===== src/hdl/sbi_pkg.sv =====
// Package for the segment/box intersection block.
// Holds the coordinate width and the derived datapath types; no dependencies.
`timescale 1ns / 1ps
package sbi_pkg;

    localparam int COORD_WIDTH = 16;
    localparam int DIFF_WIDTH  = COORD_WIDTH + 1;
    localparam int NUM_WIDTH   = COORD_WIDTH + 2;
    localparam int PROD_WIDTH  = 2 * NUM_WIDTH;
    localparam int NUM_AXES    = 2;

    typedef logic signed [COORD_WIDTH-1:0] t_coord;
    typedef logic signed [DIFF_WIDTH-1:0]  t_diff;
    typedef logic signed [NUM_WIDTH-1:0]   t_num;
    typedef logic signed [PROD_WIDTH-1:0]  t_prod;

endpackage


===== src/hdl/segment_box_intersect_top.sv =====
// Liang-Barsky test of a 2-D segment against an axis-aligned box.
// Depends on sbi_pkg for widths and datapath types.
//
// Usage:
//   A request is taken at each rising edge with start high and busy low.
//   busy is tied low: a new request may be issued in every cycle.
//   Each request yields exactly one result, o_hit, shown for one cycle
//   with o_valid high. Results leave in request order.
//   Throughput is one request per cycle.
//   Pipeline: stage 1 forms direction and slab offsets, stage 2 orders
//   the slab parameters, stage 3 holds the cross products (one signed
//   multiplier per product), stage 4 the final compare.
//   Touching the box counts as a hit. A zero direction on an axis makes
//   that axis a plain inclusive range test on the start point.
//   Reset (synchronous, active low) clears all stage valid bits; no
//   result appears until requests arrive again. The receiver cannot
//   stall, so nothing in the pipeline ever waits.
`timescale 1ns / 1ps
module segment_box_intersect_top
    import sbi_pkg::*;
(
    input  logic   i_clk,
    input  logic   i_rst_n,
    input  logic   start,
    output logic   busy,
    input  t_coord i_start_x,
    input  t_coord i_start_y,
    input  t_coord i_end_x,
    input  t_coord i_end_y,
    input  t_coord i_box_min_x,
    input  t_coord i_box_min_y,
    input  t_coord i_box_max_x,
    input  t_coord i_box_max_y,
    output logic   o_valid,
    output logic   o_hit
);

    t_coord s_s  [NUM_AXES];
    t_coord s_e  [NUM_AXES];
    t_coord s_mn [NUM_AXES];
    t_coord s_mx [NUM_AXES];

    logic  r1_vld, r2_vld, r3_vld, r4_vld;
    t_diff r1_d  [NUM_AXES];
    t_diff r1_na [NUM_AXES];
    t_diff r1_nb [NUM_AXES];
    logic  r1_in [NUM_AXES];
    t_diff n1_d  [NUM_AXES];
    t_diff n1_na [NUM_AXES];
    t_diff n1_nb [NUM_AXES];
    logic  n1_in [NUM_AXES];

    t_num r2_lo  [NUM_AXES];
    t_num r2_hi  [NUM_AXES];
    t_num r2_den [NUM_AXES];
    logic r2_pm  [NUM_AXES];
    t_num n2_lo  [NUM_AXES];
    t_num n2_hi  [NUM_AXES];
    t_num n2_den [NUM_AXES];
    logic n2_pm  [NUM_AXES];

    t_prod r3_p1, r3_p2, r3_p3, r3_p4;
    logic  r3_miss;
    t_prod n3_p1, n3_p2, n3_p3, n3_p4;
    logic  n3_miss;

    logic r4_hit;
    logic n4_hit;

    assign busy = 1'b0;

    always_comb begin
        s_s[0]  = i_start_x;
        s_s[1]  = i_start_y;
        s_e[0]  = i_end_x;
        s_e[1]  = i_end_y;
        s_mn[0] = i_box_min_x;
        s_mn[1] = i_box_min_y;
        s_mx[0] = i_box_max_x;
        s_mx[1] = i_box_max_y;
    end

    // stage 1: direction, slab offsets, inclusive range test of start
    always_comb begin
        for (int k = 0; k < NUM_AXES; k++) begin
            n1_d[k]  = $signed({s_e[k][COORD_WIDTH-1], s_e[k]})
                     - $signed({s_s[k][COORD_WIDTH-1], s_s[k]});
            n1_na[k] = $signed({s_mn[k][COORD_WIDTH-1], s_mn[k]})
                     - $signed({s_s[k][COORD_WIDTH-1], s_s[k]});
            n1_nb[k] = $signed({s_mx[k][COORD_WIDTH-1], s_mx[k]})
                     - $signed({s_s[k][COORD_WIDTH-1], s_s[k]});
            n1_in[k] = (s_s[k] >= s_mn[k]) && (s_s[k] <= s_mx[k]);
        end
    end

    // stage 2: flip to positive direction, order slab params, parallel case
    always_comb begin
        t_num a, b, dd;
        logic neg, par;
        for (int k = 0; k < NUM_AXES; k++) begin
            neg = r1_d[k][DIFF_WIDTH-1];
            par = (r1_d[k] == '0);
            a   = $signed({r1_na[k][DIFF_WIDTH-1], r1_na[k]});
            b   = $signed({r1_nb[k][DIFF_WIDTH-1], r1_nb[k]});
            dd  = $signed({r1_d[k][DIFF_WIDTH-1], r1_d[k]});
            if (neg) begin
                a  = -a;
                b  = -b;
                dd = -dd;
            end
            if (par) begin
                n2_lo[k]  = t_num'(0);
                n2_hi[k]  = t_num'(1);
                n2_den[k] = t_num'(1);
            end else begin
                n2_lo[k]  = (a < b) ? a : b;
                n2_hi[k]  = (a < b) ? b : a;
                n2_den[k] = dd;
            end
            n2_pm[k] = par && !r1_in[k];
        end
    end

    // stage 3: cross products between axes; checks against [0,1]
    always_comb begin
        n3_p1   = t_prod'(r2_lo[0]) * t_prod'(r2_den[1]);
        n3_p2   = t_prod'(r2_hi[1]) * t_prod'(r2_den[0]);
        n3_p3   = t_prod'(r2_lo[1]) * t_prod'(r2_den[0]);
        n3_p4   = t_prod'(r2_hi[0]) * t_prod'(r2_den[1]);
        n3_miss = 1'b0;
        for (int k = 0; k < NUM_AXES; k++) begin
            if (r2_pm[k] || r2_hi[k][NUM_WIDTH-1] || (r2_lo[k] > r2_den[k])) begin
                n3_miss = 1'b1;
            end
        end
    end

    // stage 4: cross-axis interval overlap
    always_comb begin
        n4_hit = !r3_miss && !(r3_p1 > r3_p2) && !(r3_p3 > r3_p4);
    end

    always_ff @(posedge i_clk) begin
        if (!i_rst_n) begin
            r1_vld <= 1'b0;
            r2_vld <= 1'b0;
            r3_vld <= 1'b0;
            r4_vld <= 1'b0;
        end else begin
            r1_vld <= start;
            r2_vld <= r1_vld;
            r3_vld <= r2_vld;
            r4_vld <= r3_vld;
        end
    end

    always_ff @(posedge i_clk) begin
        for (int k = 0; k < NUM_AXES; k++) begin
            r1_d[k]   <= n1_d[k];
            r1_na[k]  <= n1_na[k];
            r1_nb[k]  <= n1_nb[k];
            r1_in[k]  <= n1_in[k];
            r2_lo[k]  <= n2_lo[k];
            r2_hi[k]  <= n2_hi[k];
            r2_den[k] <= n2_den[k];
            r2_pm[k]  <= n2_pm[k];
        end
        r3_p1   <= n3_p1;
        r3_p2   <= n3_p2;
        r3_p3   <= n3_p3;
        r3_p4   <= n3_p4;
        r3_miss <= n3_miss;
        r4_hit  <= n4_hit;
    end

    assign o_valid = r4_vld;
    assign o_hit   = r4_hit;

endmodule

===== config.mk =====
export PLATFORM = sky130hd
export DESIGN_NAME = segment_box_intersect_top
export DESIGN_NICKNAME = d
export VERILOG_FILES = /design/src/hdl/sbi_pkg.sv /design/src/hdl/segment_box_intersect_top.sv
export SDC_FILE = /design/constraint.sdc
export NUM_CORES = 2
export LEC_CHECK = 0
export ABC_CLOCK_PERIOD_IN_PS = 5900
export BUFFER_PORTS_ARGS = -buffer_cell sky130_fd_sc_hd__buf_2
export CORE_MARGIN = 2
export CORE_UTILIZATION = 45
export CTS_BUF_LIST = sky130_fd_sc_hd__clkbuf_4
export CTS_CLUSTER_SIZE = 24
export DETAILED_ROUTE_END_ITERATION = 10
export PLACE_DENSITY = 0.7
export SETUP_SLACK_MARGIN = 0.4
export SLEW_MARGIN = 30
export SYNTH_ARGS = -nofsm -noshare
export SYNTH_HDL_FRONTEND = slang
export SYNTH_SLANG_ARGS = --single-unit

===== constraint.sdc =====
create_clock -name i_clk -period 5.9 [get_ports i_clk]
set_input_delay 0.59 -clock i_clk [delete_from_list [all_inputs] [get_ports i_clk]]
set_output_delay 0.59 -clock i_clk [all_outputs]
set_load 0.01 [all_outputs]

* Word-level counts from Yosys, hierarchy flattened *
Memory sizes are Yosys's and may differ from the RTL's.
Cells that the tools add are included.

word-level totals
  word-level logic and storage cells = 78
  bits of input ports = 131
  register bits = 150
  output and inout bits = 3
  memories = 8
  RAM bits = 214

memory list
  memory           words  width  read ports  clocked after memory_dff  wr ports  line                             RTL
  r2_den           2      18     2           0                         2         segment_box_intersect_top.sv:55  t_num r2_den [NUM_AXES];
  r2_hi            2      18     2           0                         2         segment_box_intersect_top.sv:54  t_num r2_hi [NUM_AXES];
  r2_lo            2      18     2           0                         2         segment_box_intersect_top.sv:53  t_num r2_lo [NUM_AXES];
  r1_d             2      17     2           0                         2         segment_box_intersect_top.sv:44  t_diff r1_d [NUM_AXES];
  r1_na            2      17     2           0                         2         segment_box_intersect_top.sv:45  t_diff r1_na [NUM_AXES];
  r1_nb            2      17     2           0                         2         segment_box_intersect_top.sv:46  t_diff r1_nb [NUM_AXES];
  2 more memories  -      -      -           -                         -         -

operators by class
  multipliers = 4
  mux-type cells = 17
  add/sub/neg operators = 12
  $lt $le $gt $ge = 10
  reductions and logical operators = 17

operators by type and width
  kind                                            count
  18-bit 2-to-1 mux                               16
  18-bit by 18-bit multiplier with 36-bit output  4
  17-bit negation with 18-bit output              6
  16-bit by 16-bit subtractor with 17-bit output  6
  36-bit greater-than comparator                  2
  18-bit greater-than comparator                  2
  18-bit less-than comparator                     2
  17-bit zero test                                2
  16-bit >= comparator                            2
  16-bit less-or-equal comparator                 2
  1-bit logical AND                               6
  1-bit zero test                                 5
  1-bit logical OR                                4
  1-bit 2-to-1 mux                                1

* Logic depth before layout (Yosys ltp) *
An unclocked memory read counts as a cell.

  word-level depth = 6
  gate-level depth with buffers = 27
  gate-level depth less buffers = 25

* Worst setup path after synthesis *
OpenSTA, ideal clock, no wires.

  kind = reg-to-reg
  start = memory r2_den[0][9] in the netlist's numbering
  end = register r3_p3[35]
  clock period less this slack = 6.451 ns
  cell stages (with the launch flop) = 26
  path buffers = 2
  library setup time = 0.072 ns
  path slack = -0.551 ns
  data required time = 5.828 ns
  arrival time = 6.379 ns
  cell sequence = dfxtp_1 -> clkbuf_1 -> clkbuf_1 -> nand2_1 -> fa_1 -> inv_1 -> fa_1 -> inv_1 -> fa_1 -> inv_1 -> fa_1 -> fa_1 -> inv_1 -> fa_1 -> inv_1 -> ha_1 -> and3_1 -> and3b_1 -> o41ai_2 -> o311ai_1 -> o31a_1 -> a221o_1 -> a2111oi_2 -> o21bai_1 -> a21oi_1 -> xnor2_1

RTL lines
  item                  line                              RTL
  start, declared       segment_box_intersect_top.sv:55
  end signal, assigned  segment_box_intersect_top.sv:170  r3_p3 <= n3_p3;
  end, declared         segment_box_intersect_top.sv:62   t_prod r3_p1, r3_p2, r3_p3, r3_p4;

==> results.yml <==
synthesis:
  synth_cells: 7354
  ys_seq_area_share_pct: 11.0
  async_flop_share_pct: 0
  yosysTopAreaCellShare_pct: 39.8
  synth_area_leaders: "fa_1, ha_1, dfxtp_1"
  ys_types: 76
  synth_commonest_cells: "inv_1, fa_1, nand2_1"
  synthesis.area_um2: 66500
  synth_flop_cell: "dfxtp_1"
  ys_warn_count: 0
  syn_area_per_cell_um2: 9.04
  synth_area_leader_cell: "fa_1"
  synth_edf_count: 0
  ys_ff_latch: 364
  yosysMostFrequentCell: "inv_1"
clock_network:
  cts_inserted_buffers: 103
  cts_buffer_depth: 3
  clkLatencyLatePin_ps: 1070
  cts_tree: "done"
  cts.clk_slew.worst_paths_ps: 70
  cts.sinks: 364
  cts_root_buf: "clkbuf_4"
  htreeDepth: 3
die:
  fp-row-count: 141
  ioPinCount: 134
  die_area_um2: 151000
  initial_utilization_pct: 45.1
  die_x_um: 388
  core_um2: 147000
  die_h_um: 388
global_route:
  grt-ovfl-total: 0
  grt_max_degree: 68
  grt_util_met1_pct: 32.8
  busiest_layer: "met2"
  met2_usage_pct: 43.8
  antenna_found_initial: 6
  grtUsageMet3_pct: 4.37
  grt_pass1_vias: 57700
  grt_pass1_wl_mm: 307
  track_usage_pct: 25.8
setup_path:
  end_kind: "flip-flop"
  required_ps: 6870
  cp.arrival_ps: 7350
  cp-start-kind: "flip-flop"
  critPathKind: "reg2reg"
  crit_path_max_fanout: 13
drt:
  initialDrtViolationCount: 3231
  drc_errors: 0
  routedWlPerCell_um: 18.5
  viasPerCell: 5.12
  first_pass_iters: 5
  routed_wl_mm: 192
  ant_nets: 0
  vias: 53000
sta:
  drv_slew: 0
  tightest_slew_ps: 1270
  hold_viol_final: 0
  min_period_ps: 6380
  setup_viol: 54
  rsz0062_at_grt: "yes"
  period_share_pct: 108
  finClkSkew_ps: 139
  fmax_mhz: 157
  setup_ws_ps: -484
  relSlewSlack_pct: 15.1
cells_and_area:
  final_util_pct: 56.0
  drive_above_1_share_pct: 21.1
  multi_input_area_um2: 54500
  synthToLayoutAreaGrowth_pct: 23.9
  nets: 10400
  regArea_um2: 7400
  nFillCells: 12400
  stdcell_area_um2: 82400
place:
  placed_area_um2: 75300
  io_buffer_count: 132
  hpwl_mm: 156
  gp_congestion: 0.938
status:
  status: "finished with violations"
  violations: "setup timing"
worst_hold_path:
  hp-class: "in2reg"
flow_run:
  drv_cap: 0
cells by family (layout without fill, tap and decap cells):
logic type                 after synthesis  count (layout)  share of synthesized area (%)
AOI/OAI and AO/OA                      729             729                           7.18
xor gates and xnor gates               287             287                           3.78
adders and majority gates             1944            1944                           51.5
buffers and inverters                 1970            3027                           11.1
DFF                                    364             364                           11.0
muxes                                   11              11                          0.171
other                                    1               8                        0.00564
and+or+nand+nor                       2048            2048                           15.3
registers in the layout (all words and copies together), names as in the netlist, 36 cells and up:
| name | count |
|---|---|
| r2_lo | 36 |
| r2_hi | 36 |
| r3_p4 | 36 |
| r3_p3 | 36 |
| r2_den | 36 |
| r3_p2 | 36 |
| r3_p1 | 36 |
final timing paths:
path	startpoint	end	slack, ps	cells past startpoint
max reg2reg	r2_den[0][6]$_SDFF_PP0_	r3_p3[33]$_DFF_P_	-480	23
min reg2reg	r1_in[0][0]$_DFF_P_	r2_pm[0][0]$_DFF_P_	380	1
max	r2_den[0][6]$_SDFF_PP0_	r3_p3[33]$_DFF_P_	-480	23
min	i_box_max_y[4]	r1_nb[0][21]$_DFF_P_	130	4
critical path, stage by stage, from the launching register on:
cell and delay, ps:
dfxtp_2 330, buf_12 140, and2_4 140, fa_1 520
inv_1 50, fa_1 510, fa_1 510, inv_1 50
fa_1 500, fa_1 510, inv_2 40, fa_1 490
inv_2 50, ha_4 210, and3_4 170, and3b_2 230
o41ai_4 230, o311ai_2 200, o31a_1 300, a221o_1 410
buf_6 150, a211o_1 290, a21oi_2 130, xnor2_1 120
layout by cell type, fill, tap and decap left out, drive strengths merged, types with 40 or more instances in the layout:
master,instances
nand2b,49
nand3,46
a21oi,197
ha,622
inv,1731
dlygate4sd3,138
clkinv,42
fa,1322
o21ai,155
nand2,737
and2,645
or2,48
dfxtp,364
nand4,40
buf,978
a21o,110
nor2,304
clkbuf,133
nor3,49
xor2,93
xnor2,194
a211oi,51
through the flow:
| stage | hold slack, ps | setup WS (ps) | setup TNS [ps] | std cells |
|---|---|---|---|---|
| floorplan | 367 | -163 | -483 | 7356 |
| global placement | 374 | -466 | -7580 | 9856 |
| detailed placement | 379 | -503 | -10600 | 9858 |
| CTS | 10.8 | -468 | -8040 | 10300 |
| global route | 98.7 | -695 | -21040 | 10300 |
| finish | 135 | -484 | -10820 | 10300 |
per-layer routing:
layer | vias to the layer above | share of wire (%)
li1 | 24200 | -
met1 | 26600 | 40
met2 | 1704 | 49
met3 | 408 | 6.8
met4 | 4 | 4.1
met5 | - | 0.017
layout make-up:
class	instances	share of cell area [%]
clock buffer	132	1.20
multi-input combinational	5022	66.2
antenna	5	0.0152
sequential	364	8.98
timing repair buffer	1120	12.5
clock inverter	44	0.346
tap	1930	2.93
inverter	1731	7.90
what timing repair did:
item                                   CTS  global route
hold buffers                           138             0
pin swaps                              286           244
gates resized for setup                398           321
setup endpoints to repair               85            90
endpoints found under the hold margin  102             0
cloned                                   9             1
buffers inserted                       112            49
Power is left out: the tool's default activity adds up to more than one toggle a clock period on the data nets, which glitch-free logic cannot reach.
